==> src/rtl/tow_pkg.sv <==
// ---------------------------------------------------------------------------
// tow_pkg: shared types and constants of the TCP option walker
// Beat structs, parse phases, result status codes and queue sizing.
// ---------------------------------------------------------------------------
package tow_pkg;

  // default and widest supported option area
  localparam int unsigned MaxAreaBytes = 40;

  // depth of the record queue between front and back
  localparam int unsigned QDepth = 4;
  localparam int unsigned QPtrW  = $clog2(QDepth);
  localparam int unsigned QCntW  = $clog2(QDepth + 1);

  // parse phase
  typedef enum logic [1:0] {
    PH_IDLE = 2'd0,
    PH_KIND = 2'd1,
    PH_LEN  = 2'd2,
    PH_SKIP = 2'd3
  } phase_e;

  // result status codes
  typedef enum logic [2:0] {
    ST_FOUND     = 3'd0,
    ST_END       = 3'd1,
    ST_EXHAUSTED = 3'd2,
    ST_SHORT     = 3'd3,
    ST_OVERRUN   = 3'd4
  } status_e;

  // input beat
  typedef struct packed {
    logic       start_req;
    logic [5:0] area_length;
    logic [7:0] opt_byte;
  } tow_in_t;

  // result beat
  typedef struct packed {
    logic [2:0] status;
    logic [7:0] kind;
    logic [7:0] opt_length;
    logic [5:0] data_offset;
    logic       finished;
  } tow_out_t;

  // one queued record: a result, optionally followed by an exhausted result
  typedef struct packed {
    tow_out_t first;
    logic     tail_exh;
  } tow_rec_t;

  // the exhausted result that ends an area without an end marker
  function automatic tow_out_t exhausted_res();
    tow_out_t r;
    r.status      = ST_EXHAUSTED;
    r.kind        = 8'd0;
    r.opt_length  = 8'd0;
    r.data_offset = 6'd0;
    r.finished    = 1'b1;
    return r;
  endfunction

endpackage

==> src/rtl/tow_front.sv <==
// ---------------------------------------------------------------------------
// tow_front: option area parser
// Takes one area byte per beat, updates the parse state and produces a
// record of the results that byte causes.
// ---------------------------------------------------------------------------
module tow_front #(
  parameter int unsigned MAX_AREA_BYTES = tow_pkg::MaxAreaBytes
) (
  input  logic             clk_i,
  input  logic             rst_ni,
  input  logic             accept_i,
  input  tow_pkg::tow_in_t item_i,
  output logic             rec_valid_o,
  output tow_pkg::tow_rec_t rec_o
);

  tow_pkg::phase_e phase_q, phase_d;
  logic [5:0]      rem_q, rem_d;
  logic [7:0]      skip_q, skip_d;
  logic [5:0]      pos_q, pos_d;
  logic [7:0]      kind_q, kind_d;

  logic [5:0]      alen_sat;
  logic [7:0]      b;
  logic [5:0]      off_next;

  assign b        = item_i.opt_byte;
  assign alen_sat = (item_i.area_length > 6'(MAX_AREA_BYTES)) ?
                    6'(MAX_AREA_BYTES) : item_i.area_length;
  // offset after the length byte, taken from the registered position
  assign off_next = pos_q + 6'd1;

  // state registers
  always_ff @(posedge clk_i or negedge rst_ni) begin
    if (!rst_ni) begin
      phase_q <= tow_pkg::PH_IDLE;
      rem_q   <= '0;
      skip_q  <= '0;
      pos_q   <= '0;
      kind_q  <= '0;
    end else if (accept_i) begin
      phase_q <= phase_d;
      rem_q   <= rem_d;
      skip_q  <= skip_d;
      pos_q   <= pos_d;
      kind_q  <= kind_d;
    end
  end

  // per-byte parse step
  always_comb begin
    phase_d     = phase_q;
    rem_d       = rem_q;
    skip_d      = skip_q;
    pos_d       = pos_q;
    kind_d      = kind_q;
    rec_valid_o = 1'b0;
    rec_o       = '0;

    // new area
    if (item_i.start_req) begin
      rem_d   = alen_sat;
      pos_d   = '0;
      skip_d  = '0;
      kind_d  = '0;
      phase_d = tow_pkg::PH_KIND;
    end

    if (item_i.start_req && (alen_sat == 6'd0)) begin
      // empty area ends at once
      rec_valid_o = 1'b1;
      rec_o.first = tow_pkg::exhausted_res();
      phase_d     = tow_pkg::PH_IDLE;
    end else begin
      case (phase_d)
        tow_pkg::PH_KIND: begin
          if (b == 8'd0) begin
            // end of list marker
            rec_valid_o       = 1'b1;
            rec_o.first.status   = tow_pkg::ST_END;
            rec_o.first.finished = 1'b1;
            phase_d = tow_pkg::PH_IDLE;
            rem_d   = rem_d - 6'd1;
            pos_d   = pos_d + 6'd1;
          end else if (b == 8'd1) begin
            // single byte pad
            rec_valid_o            = 1'b1;
            rec_o.first.status     = tow_pkg::ST_FOUND;
            rec_o.first.kind       = 8'd1;
            rec_o.first.opt_length = 8'd1;
            rem_d = rem_d - 6'd1;
            pos_d = pos_d + 6'd1;
            if (rem_d == 6'd0) begin
              rec_o.tail_exh = 1'b1;
              phase_d        = tow_pkg::PH_IDLE;
            end
          end else begin
            kind_d = b;
            rem_d  = rem_d - 6'd1;
            pos_d  = pos_d + 6'd1;
            if (rem_d == 6'd0) begin
              // no room left for the length byte
              rec_valid_o          = 1'b1;
              rec_o.first.status   = tow_pkg::ST_OVERRUN;
              rec_o.first.kind     = b;
              rec_o.first.finished = 1'b1;
              phase_d = tow_pkg::PH_IDLE;
            end else begin
              phase_d = tow_pkg::PH_LEN;
            end
          end
        end
        tow_pkg::PH_LEN: begin
          rec_valid_o            = 1'b1;
          rec_o.first.kind       = kind_d;
          rec_o.first.opt_length = b;
          if (b < 8'd2) begin
            rec_o.first.status   = tow_pkg::ST_SHORT;
            rec_o.first.finished = 1'b1;
            phase_d = tow_pkg::PH_IDLE;
          end else if ({1'b0, b} > (9'(rem_d) + 9'd1)) begin
            rec_o.first.status      = tow_pkg::ST_OVERRUN;
            rec_o.first.data_offset = off_next;
            rec_o.first.finished    = 1'b1;
            phase_d = tow_pkg::PH_IDLE;
          end else begin
            rec_o.first.status      = tow_pkg::ST_FOUND;
            rec_o.first.data_offset = off_next;
            skip_d  = b - 8'd2;
            phase_d = (skip_d != 8'd0) ? tow_pkg::PH_SKIP : tow_pkg::PH_KIND;
          end
          rem_d = rem_d - 6'd1;
          pos_d = off_next;
          if ((phase_d != tow_pkg::PH_IDLE) && (rem_d == 6'd0)) begin
            rec_o.tail_exh = 1'b1;
            phase_d        = tow_pkg::PH_IDLE;
          end
        end
        tow_pkg::PH_SKIP: begin
          rem_d  = rem_d - 6'd1;
          pos_d  = pos_d + 6'd1;
          skip_d = skip_d - 8'd1;
          if (skip_d == 8'd0) begin
            phase_d = tow_pkg::PH_KIND;
          end
          if (rem_d == 6'd0) begin
            rec_valid_o = 1'b1;
            rec_o.first = tow_pkg::exhausted_res();
            phase_d     = tow_pkg::PH_IDLE;
          end
        end
        default: begin
          // idle: byte ignored
        end
      endcase
    end

    // nothing leaves without an accepted beat
    if (!accept_i) begin
      rec_valid_o = 1'b0;
    end
  end

endmodule

==> src/rtl/tow_queue.sv <==
// ---------------------------------------------------------------------------
// tow_queue: record queue between parser and result stage
// Small register queue; head record is visible while not empty.
// ---------------------------------------------------------------------------
module tow_queue (
  input  logic              clk_i,
  input  logic              rst_ni,
  input  logic              push_i,
  input  tow_pkg::tow_rec_t rec_i,
  input  logic              pop_i,
  output tow_pkg::tow_rec_t head_o,
  output logic              full_o,
  output logic              empty_o
);

  tow_pkg::tow_rec_t              mem_q [tow_pkg::QDepth];
  logic [tow_pkg::QPtrW-1:0]      wptr_q, rptr_q;
  logic [tow_pkg::QCntW-1:0]      cnt_q;
  logic                           do_push, do_pop;

  assign full_o  = (cnt_q == tow_pkg::QCntW'(tow_pkg::QDepth));
  assign empty_o = (cnt_q == '0);
  assign do_push = push_i && !full_o;
  assign do_pop  = pop_i && !empty_o;
  assign head_o  = mem_q[rptr_q];

  // storage
  always_ff @(posedge clk_i) begin
    if (do_push) begin
      mem_q[wptr_q] <= rec_i;
    end
  end

  // pointers and fill count
  always_ff @(posedge clk_i or negedge rst_ni) begin
    if (!rst_ni) begin
      wptr_q <= '0;
      rptr_q <= '0;
      cnt_q  <= '0;
    end else begin
      if (do_push) begin
        wptr_q <= (wptr_q == tow_pkg::QPtrW'(tow_pkg::QDepth - 1)) ? '0 : wptr_q + 1'b1;
      end
      if (do_pop) begin
        rptr_q <= (rptr_q == tow_pkg::QPtrW'(tow_pkg::QDepth - 1)) ? '0 : rptr_q + 1'b1;
      end
      if (do_push && !do_pop) begin
        cnt_q <= cnt_q + 1'b1;
      end else if (do_pop && !do_push) begin
        cnt_q <= cnt_q - 1'b1;
      end
    end
  end

endmodule

==> src/rtl/tow_back.sv <==
// ---------------------------------------------------------------------------
// tow_back: result stage
// Expands each queued record into one or two result beats.
// ---------------------------------------------------------------------------
module tow_back (
  input  logic              clk_i,
  input  logic              rst_ni,
  input  tow_pkg::tow_rec_t head_i,
  input  logic              q_empty_i,
  output logic              q_pop_o,
  input  logic              pop,
  output logic              empty,
  output tow_pkg::tow_out_t result_o,
  output logic              second_o
);

  logic sec_q, sec_d;
  logic take;

  assign empty    = q_empty_i;
  assign take     = pop && !q_empty_i;
  assign result_o = sec_q ? tow_pkg::exhausted_res() : head_i.first;
  assign second_o = sec_q;

  // move to the trailing exhausted beat or retire the record
  always_comb begin
    sec_d   = sec_q;
    q_pop_o = 1'b0;
    if (take) begin
      if (head_i.tail_exh && !sec_q) begin
        sec_d = 1'b1;
      end else begin
        sec_d   = 1'b0;
        q_pop_o = 1'b1;
      end
    end
  end

  always_ff @(posedge clk_i or negedge rst_ni) begin
    if (!rst_ni) begin
      sec_q <= 1'b0;
    end else begin
      sec_q <= sec_d;
    end
  end

endmodule

==> src/rtl/tcp_option_walker_unit.sv <==
// ---------------------------------------------------------------------------
// tcp_option_walker_unit: TCP option area walker
// Parses an option area one byte per beat and reports options, pads,
// end marker and malformed cases as result beats.
// ---------------------------------------------------------------------------
//  channel   handshake         payload                    direction
//  input     push / full       item_i   (tow_in_t)        in
//  result    pop / empty       result_o (tow_out_t)       out
//
//  One input beat is taken per cycle while full is low; its parse step is done
//  in that cycle and its record enters a 4-entry queue.
//  A byte yields zero, one or two result beats; results drain at one per
//  cycle while pop is high, so a byte with two results needs two pops.
//  full rises only when the queue holds 4 undrained records.
//  Reset clears the parse state and the queue; no clearing pass is needed.
// ---------------------------------------------------------------------------
module tcp_option_walker_unit #(
  parameter int unsigned MAX_AREA_BYTES = tow_pkg::MaxAreaBytes
) (
  input  logic              clk_i,
  input  logic              rst_ni,
  input  logic              push,
  output logic              full,
  input  tow_pkg::tow_in_t  item_i,
  output logic              empty,
  input  logic              pop,
  output tow_pkg::tow_out_t result_o
);

  logic              accept;
  logic              rec_valid;
  tow_pkg::tow_rec_t rec, head;
  logic              q_empty, q_pop, second;

  assign accept = push && !full;

  // parser
  tow_front #(
    .MAX_AREA_BYTES(MAX_AREA_BYTES)
  ) u_front (
    .clk_i      (clk_i),
    .rst_ni     (rst_ni),
    .accept_i   (accept),
    .item_i     (item_i),
    .rec_valid_o(rec_valid),
    .rec_o      (rec)
  );

  // record queue
  tow_queue u_queue (
    .clk_i  (clk_i),
    .rst_ni (rst_ni),
    .push_i (rec_valid),
    .rec_i  (rec),
    .pop_i  (q_pop),
    .head_o (head),
    .full_o (full),
    .empty_o(q_empty)
  );

  // result stage
  tow_back u_back (
    .clk_i    (clk_i),
    .rst_ni   (rst_ni),
    .head_i   (head),
    .q_empty_i(q_empty),
    .q_pop_o  (q_pop),
    .pop      (pop),
    .empty    (empty),
    .result_o (result_o),
    .second_o (second)
  );

  // checks
  a_full_not_empty: assert property (@(posedge clk_i) disable iff (!rst_ni)
    full |-> !empty)
    else $error("queue full while empty");

  a_second_has_record: assert property (@(posedge clk_i) disable iff (!rst_ni)
    second |-> (!empty && head.tail_exh))
    else $error("trailing beat without a record");

  a_second_is_final: assert property (@(posedge clk_i) disable iff (!rst_ni)
    second |-> (result_o.finished &&
                (result_o.status == tow_pkg::ST_EXHAUSTED)))
    else $error("trailing beat is not a final exhausted result");

  a_second_retires: assert property (@(posedge clk_i) disable iff (!rst_ni)
    (second && pop) |=> !second)
    else $error("trailing beat not retired");

endmodule

==> config.mk <==
export PLATFORM = sky130hd
export DESIGN_NAME = tcp_option_walker_unit
export DESIGN_NICKNAME = d
export VERILOG_FILES = /design/src/rtl/tow_pkg.sv /design/src/rtl/tow_front.sv /design/src/rtl/tow_queue.sv /design/src/rtl/tow_back.sv /design/src/rtl/tcp_option_walker_unit.sv
export SDC_FILE = /design/constraint.sdc
export NUM_CORES = 1
export LEC_CHECK = 0
export ABC_AREA = 0
export BUFFER_PORTS_ARGS = -buffer_cell sky130_fd_sc_hd__buf_4
export CORE_ASPECT_RATIO = 0.6
export CORE_MARGIN = 2
export CORE_UTILIZATION = 45
export DETAILED_ROUTE_END_ITERATION = 8
export REMOVE_ABC_BUFFERS = 1
export SYNTH_ARGS = -nofsm -noshare
export SYNTH_HDL_FRONTEND = slang
export SYNTH_SLANG_ARGS = --single-unit
==> constraint.sdc <==
create_clock -name clk_i -period 8.9 [get_ports clk_i]
set_input_delay 1.78 -clock clk_i [delete_from_list [all_inputs] [get_ports clk_i]]
set_output_delay 1.78 -clock clk_i [all_outputs]
set_load 0.005 [all_outputs]
Word-level counts from Yosys, hierarchy flattened. Memory sizes are Yosys's and may differ from the RTL's. Cells that the tools add are included.

Add/subtract/negate cells: 10. Order comparisons: 3. Eq/ne operators: 7. Muxes and demuxes: 70. Reduce and logical (&&, ||, !) cells: 24.

Operators by type and width (number): $mux W8 (9); $pmux W19 S3 (1); $mux W26 (2); $mux W6 (7); $mux W2 (16); $mux W25 (1); $pmux W6 S2 (2); $mux W11 (2); $mux W1 (19); $logic_not A8 Y1 (2); $mux W16 (1); $pmux W8 S2 (1); $mux W3 (5); $add A6 B1 Y6 const B (2); $logic_not A6 Y1 (2); $gt A8 B9 Y1 (1); $logic_and A1 B1 Y1 (9); $eq A2 B2 Y1 const B (4); $eq A8 B1 Y1 const B (1); $lt A8 B2 Y1 const B (1); $reduce_bool A8 Y1 (1); $sub A8 B1 Y8 const B (1); $sub A8 B2 Y8 const B (1); $add A6 B1 Y7 const B (1); other kinds (15) (22).

Bits in writable memories: 108. Word-level logic and storage cells: 124. Output and inout port bits: 28. Memories kept: 1. Bits in registers: 38.

Memories: u_queue.mem_q (depth 4, bits a word 27, rd ports 1, clocked after memory_dff 0, wr ports 1, line tow_queue.sv:16) `tow_pkg::tow_rec_t mem_q [tow_pkg::QDepth];`.

Logic depth before layout (Yosys ltp). Gate-level depths: netlist (run 1).

Depth in word-level cells: 16. Depth in mapped cells: 16. Gate-level depth less buffers: 14.

Modules after synthesis. A second synthesis (run 1) with hierarchy kept.

Cell total of the unflattened synthesis: 594. Area, all modules: 7701.1 um2.

Modules (own cells, without submodules): tow_queue (times used 1, area each 4352.9 um2, cells an instance 178); tow_front (times used 1, area each 3079.2 um2, cells an instance 381); tow_back (times used 1, area each 255.2 um2, cells an instance 34); tcp_option_walker_unit (times used 1, area each 13.8 um2, cells an instance 1).

Worst setup path before layout (run 1). Ideal clock, no wire load.

Kind: in2reg. Start: input item_i[14] in the netlist's numbering. End: memory u_queue.mem_q[0][1] in the netlist's numbering (data pin). Path slack: 3.838 ns. Arrival: 4.861 ns. Buffers on the path: 4. Stages: 16. Cell sequence: buf_4 -> clkbuf_1 -> clkbuf_1 -> o22ai_1 -> nand2_1 -> nor2_1 -> nand2_1 -> xor2_1 -> ha_1 -> nand3b_1 -> or4b_4 -> or2_4 -> a31o_1 -> buf_6 -> o211a_1 -> o21ai_0.

RTL lines: start: declaration (line tcp_option_walker_unit.sv:24) `input tow_pkg::tow_in_t item_i,`; end: declaration (line tow_queue.sv:16).

==> results of run 1 <==
==> area by class of cell <==
cell class | count | area share
sequential | 146 | 0.4900
timing repair buffer | 53 | 0.04647
tap | 209 | 0.03054
clock inverter | 14 | 0.01651
clock buffer | 18 | 0.05012
multi-input combinational | 394 | 0.3563
inverter | 23 | 0.01008
==> registers in the layout, indices dropped and copies added (netlist names) <==
signal           flops
u_back.second_o      1
u_queue.mem_q      108
u_front.pos_q        6
u_front.phase_q      2
u_front.kind_q       8
u_queue.rptr_q       2
u_front.rem_q        6
u_front.skip_q       8
u_queue.cnt_q        3
u_queue.wptr_q       2
==> Yosys cell counts (all sizes together), types with 4 or more instances <==
| master | n | area [um2] |
|---|---|---|
| xnor2 | 12 | 105.1 |
| nor4 | 5 | 37.53 |
| a211oi | 6 | 62.56 |
| xor2 | 10 | 87.58 |
| inv | 23 | 86.33 |
| mux4 | 27 | 608.1 |
| nand2 | 49 | 183.9 |
| or3 | 4 | 30.03 |
| a22o | 18 | 157.7 |
| edfxtp | 108 | 3243 |
| buf | 7 | 40.04 |
| a31oi | 5 | 31.28 |
| a21oi | 24 | 120.1 |
| clkbuf | 21 | 78.83 |
| mux2 | 6 | 67.56 |
| nand2b | 5 | 31.28 |
| o21ai | 27 | 135.1 |
| ha | 22 | 275.3 |
| and2 | 9 | 56.30 |
| dfrtp | 38 | 950.9 |
| nor2b | 31 | 193.9 |
| o21a | 5 | 37.54 |
| nor2 | 29 | 111.4 |
| nor3 | 17 | 85.08 |
| o22ai | 4 | 25.02 |
| a21o | 4 | 30.03 |
| and3 | 8 | 50.05 |
| nand3 | 17 | 90.09 |
==> how the worst max path moves through the flow <==
stage | start | end | cells after the start | slack [ns]
floorplan | item_i[11] | u_queue.mem_q[0][1] | 12 | 4.06
global placement | item_i[14] | u_queue.mem_q[0][1] | 13 | 3.43
detailed placement | item_i[14] | u_queue.mem_q[0][1] | 13 | 3.30
CTS | item_i[14] | u_queue.mem_q[3][1] | 13 | 3.73
global route | item_i[14] | u_queue.cnt_q[2] | 15 | 3.29
finish | item_i[14] | u_queue.mem_q[1][1] | 13 | 3.64
==> routing by layer <==
layer  GRT usage  share of wire
met1      0.3130           0.49
met3     0.05311          0.056
met4     0.05739         0.0082
met5           0              0
met2      0.2982           0.44
==> kinds of logic after synthesis <==
kind of cell / synth area share
flops: 0.5630
buf+inv: 0.02754
mux: 0.09204
xor+xnor: 0.02586
simple gates: 0.1337
compound gates: 0.1182
fa+ha+maj: 0.03964
==> per-stage QoR <==
step	total power [mW]	instance area, um2
4_1_cts	2.402	8562
6_report	2.388	8562
3_3_place_gp	1.697	7991
3_5_place_dp	1.709	7991
5_1_grt	2.532	8562
2_1_floorplan	1.425	7331
==> worst max-delay path, delay by kind of cell <==
family | cells | cell delay (ns)
AOI/OAI and AO/OA | 3 | 0.88
xor gates and xnor gates | 1 | 0.16
adders and majority gates | 2 | 0.62
buffers and inverters | 1 | 0.28
muxes | 1 | 0.18
and+or+nand+nor | 5 | 1.51
==> power by group <==
part           switching (mW)  internal, mW  total [mW]  leakage, nW
Combinational           0.364         0.389       0.754         1.49
Sequential              0.133         0.810       0.943         1.54
Clock                   0.299         0.392       0.691        0.260
Total                   0.796          1.59        2.39         3.29
==> out/summary.txt, run 1 <==
hold depth: 2
die width: 170.1 um
Critical Path AT: 5.44 ns
Period Utilization, post-route: 0.5913
f_max: 0.1900 GHz
Post-Synthesis Cells: 591
dominant synthesized flop cell: edfxtp_1
Die ar.: 17630 um2
post-route antenna net violation count: 0
worst hold margin: 0.4934 ns
Final Skew: 0.009633 ns
Clock Path Buffers: 2
clk_lat worst skew: 0.42 ns
Rel. slew slack: 0.3397
RSZ-0062 raised after global routing: false
syn avg cell area: 12.61 um2
clk root buf: clkbuf_16
post-CTS setup buffer count: 0
CP Launch Type: input port
antenna violations before repair: 0
RR Startpoint: u_front.phase_q[1]
ys async rst share: 0.2603
CP peak stage delay: 0.49 ns
DRT Pass-1 Iters: 6
HP Class: reg -> reg
area of the multi-input gates: 3050 um2
worst slew pin tran: 0.9905 ns
highest-delay cell along the critical path: or4b_4
P per Cell Area: 278.9 nW/um2
share of layout cells above drive strength 1: 0.2037
Final Max Slew Viols: 0
Core ar.: 16220 um2
CTS tree: built
Post-synth EDFFs: 108
status: finished, final reports clean
first-pass GRT wire length: 27.74 mm
Final Setup Violations: 0
DP HPWL: 11.73 mm
sequential cell area: 4195 um2
Crit. End Element: register
Lkg Pwr: 3.288 nW
Clock Sinks: 146
Cell Chain, Critical Path: buf_4 > mux2i_1 > nor2_2 > ha_1 > nand3_1 > xnor2_1 > ha_1 > and4_1 > or4b_4 > or2_4 > a31o_1 > o211a_1 > o21ai_0
total gr overflow: 0
min cycle time layout: 5.263 ns
r2r endpoint: u_queue.cnt_q[2]
Hold Path End: u_front.rem_q[5]
Synth Register Bits: 146
via-per-instance ratio: 5.825
post-CTS sizing: 0
Fin Setup TNS: 0 ns
area grow syn2layout: 14.93%
Hold Path Origin: u_front.rem_q[5]
Total GRT Usage: 0.2078
Setup Crit Path Kind: in -> reg
violation count after the first detailed-route iteration: 384
chip height: 103.7 um
largest net degree at the start of global routing: 39
post-route setup slack: 3.637 ns
commonest non-fill, non-tap cell in the layout: edfxtp_1
Max Cap Viol: 0
wire per inst: 20.30 um
Max Fanout on Critical Path: 30
worst reg2reg setup slack: 5.00 ns
Via Count: 4992
DR DRC count: 0
cell mode on critical path: ha_1
Cell variety after synth: 71
WL final: 17.40 mm
Ant. Diodes: 0
Fill cells: 1374
worst vdd ir: 290.8 uV
input/output buffers: 46
Rows: 36
vias in the first global route: 4928
Initial Util: 0.4594
hold-fix buffers at CTS: 0
Worst Path Required: 9.08 ns
depth of the CTS H-tree: 4
commonest cells after routing, fill and taps aside: edfxtp_1, buf_4, nand2_1
Post-Route Utilization: 0.5280
final hold violation count: 0
fin cells: 857
IO Pins: 47
Clock transition at path regs: 0.06 ns
placed cell count: 825
length in cells of the worst reg-to-reg path: 13
Place WS: 3.301 ns
Seq/Total Area, Yosys: 0.5630
Syn Std Cell Area: 7450 um2
synth warn: 0
net total in the final layout: 677
placer congestion estimate: 0.8924
Num CTS Buffers: 17
Note: power is estimated with default switching activity, not from simulation.
==> run 2: changes to the inputs <==
clock period = 5.1 ns   (was 8.9 ns; I/O delays follow)
==> run 2 against run 1 <==
  * Register-to-register slack got worse by 3.7 ns
  * Non-clock buffer count increased by 5
  * Count of clock-buffer cells in the layout unchanged
  * Clock power increased by 84%
  * Critical path depth unchanged
  * Flip-flop and latch count unchanged
  * Combinational power increased by 71%
  * Sequential share of layout area decreased by 0.36 points
  * Critical endpoint unchanged
  * Cell area increased by 0.75%
  * Utilization increased by 0.39 points
  * Via count increased by 0.38%
  * Final cell count increased by 0.58%
  * Largest power group unchanged
==> out/summary.txt, run 2 (same netlist as run 1, synthesis figures left out) <==
die width: 170.1 um (unchanged)
worst hold margin: 0.4876 ns (-0.005845 ns)
first-pass GRT wire length: 27.32 mm (-1.5%)
Fin Setup TNS: 0 ns (unchanged)
RSZ-0062 raised after global routing: false
Clock Sinks: 146 (unchanged)
largest registers: u_queue.mem_q (108), u_front.kind_q (8), u_front.skip_q (8)
worst slew pin tran: 1.004 ns (+0.01370 ns)
Critical Path AT: 4.46 ns (-0.98 ns)
Worst Path Required: 5.28 ns (-3.80 ns)
post-CTS setup buffer count: 0 (unchanged)
min cycle time layout: 4.281 ns
Setup Crit Path Kind: in -> reg
f_max: 0.2336 GHz
WL final: 17.32 mm (-0.47%)
largest net degree at the start of global routing: 39 (unchanged)
worst vdd ir: 404.6 uV (+39%)
total gr overflow: 0 (unchanged)
Max Cap Viol: 0 (unchanged)
Initial Util: 0.4594 (unchanged)
placer congestion estimate: 0.8894 (-0.34%)
CP Launch Point: item_i[11]
Period Utilization, post-route: 0.8394
Ant. Diodes: 0 (unchanged)
P per Cell Area: 490.4 nW/um2 (+76%)
Crit. End Element: register
Num CTS Buffers: 17 (unchanged)
net total in the final layout: 682 (+0.74%)
CP Launch Type: input port
CP peak stage delay: 0.49 ns (about the same)
Max Fanout on Critical Path: 10 (-67%)
Final Skew: 0.01411 ns (+0.004482 ns)
DRT Pass-1 Iters: 5 (-1)
final instance area: 8626 um2 (+0.75%)
clk root buf: clkbuf_16
Top reg by flops: u_queue.mem_q
Cell Chain, Critical Path: buf_4 > o211a_1 > nor2_2 > ha_1 > nand3_1 > xnor2_1 > ha_1 > and4_1 > or4b_4 > or2_4 > a31o_1 > o211a_1 > o21ai_0
antenna violations before repair: 0 (unchanged)
Crit path buffers/inverters: 1 (unchanged)
Core ar.: 16220 um2 (unchanged)
Clock transition at path regs: 0.07 ns (about the same)
highest-delay cell along the critical path: or4b_4
depth of the CTS H-tree: 4 (unchanged)
Final Setup Violations: 0 (unchanged)
RR Startpoint: u_front.rem_q[0]
flip-flop count of the largest register after layout: 108 (unchanged)
status: finished, final reports clean
Die ar.: 17630 um2 (unchanged)
commonest cells after routing, fill and taps aside: edfxtp_1, buf_4, nand2_1
input/output buffers: 46 (unchanged)
critical path's top delay family: simple AND/OR/NAND/NOR gates
violation count after the first detailed-route iteration: 442 (+15%)
Rel. slew slack: 0.3132 (-0.02645)
Clock Path Buffers: 2 (unchanged)
via-per-instance ratio: 5.813 (-0.20%)
CTS tree: built
commonest non-fill, non-tap cell in the layout: edfxtp_1
hold-fix buffers at CTS: 0 (unchanged)
DP HPWL: 11.81 mm (+0.68%)
chip height: 103.7 um (unchanged)
wire per inst: 20.09 um (-1.0%)
clk_lat worst skew: 0.42 ns (about the same)
placed cell areas: 8029 um2 (+0.47%)
Lkg Pwr: 3.332 nW (+1.3%)
post-route antenna net violation count: 0 (unchanged)
DR DRC count: 0 (unchanged)
post-CTS sizing: 0 (unchanged)
Rows: 36 (unchanged)
area grow syn2layout: 15.79%
HP Class: reg -> reg
Total GRT Usage: 0.2069 (-0.0009687)
Via Count: 5011 (+0.38%)
vias in the first global route: 4802 (-2.6%)
IO Pins: 47 (unchanged)
Hold Path Origin: u_front.rem_q[5]
final hold violation count: 0 (unchanged)
Final Max Slew Viols: 0 (unchanged)
share of layout cells above drive strength 1: 0.2098 (+0.006097)
[run 2: worst reg2reg max path: stages (launching register included)]
cell     delay [ns]
dfrtp_1        0.36
mux2i_1        0.12
nor2_2         0.36
ha_1           0.28
nand3_1        0.10
xnor2_1        0.15
ha_1           0.32
and4_1         0.21
or4b_4         0.49
or2_4          0.26
a31o_1         0.35
o211a_1        0.19
o21ai_0        0.33
[run 2: metal layers]
| metal | vias up | track usage | part of all wire |
|---|---|---|---|
| met5 | - | 0 | 0 |
| met4 | 0 | 0.05922 | 0.011 |
| met2 | 168 | 0.3031 | 0.44 |
| met1 | 2487 | 0.3080 | 0.49 |
| met3 | 16 | 0.04853 | 0.052 |
| li1 | 2340 | - | - |
[run 2: worst paths after layout]
kind,slack [ns],endpoint,depth (start not counted)
hold reg to reg,0.49,u_front.rem_q[5],2
hold / removal,0.49,u_front.rem_q[5],2
min in group asynchronous,0.58,u_front.rem_q[3],1
setup reg to reg,1.33,u_queue.mem_q[1][1],12
max in group asynchronous,4.13,u_queue.rptr_q[0],1
setup / recovery,0.82,u_queue.mem_q[1][1],13
[run 2: cell type report]
type / instances / area (um2)
Clock inverter: 14 / 167.7
Timing Repair Buffer: 58 / 435.4
Tap cell: 209 / 261.5
Fill cell: 1378 / 7590
Inverter: 23 / 86.33
Clock buffer: 18 / 429.2
Multi-Input combinational cell: 394 / 3050
Sequential cell: 146 / 4195
[run 2: power breakdown]
group          switching (mW)  total, mW  internal [mW]
logic                   0.609       1.29          0.684
clock network           0.531       1.27          0.738
registers               0.255       1.67           1.41
total                    1.39       4.23           2.84
[run 2: metrics by stage]
step / utilization / setup slack, ns / std cells / total power [mW]
6_report: 0.5319 / 0.8188 / 862 / 4.230
5_1_grt: 0.5319 / 0.5746 / 862 / 4.476
4_1_cts: 0.5319 / 0.8404 / 862 / 4.254
3_5_place_dp: 0.4951 / 0.4103 / 830 / 2.982
3_3_place_gp: 0.4951 / 0.4967 / 830 / 2.954
2_1_floorplan: - / 1.022 / 563 / 2.486
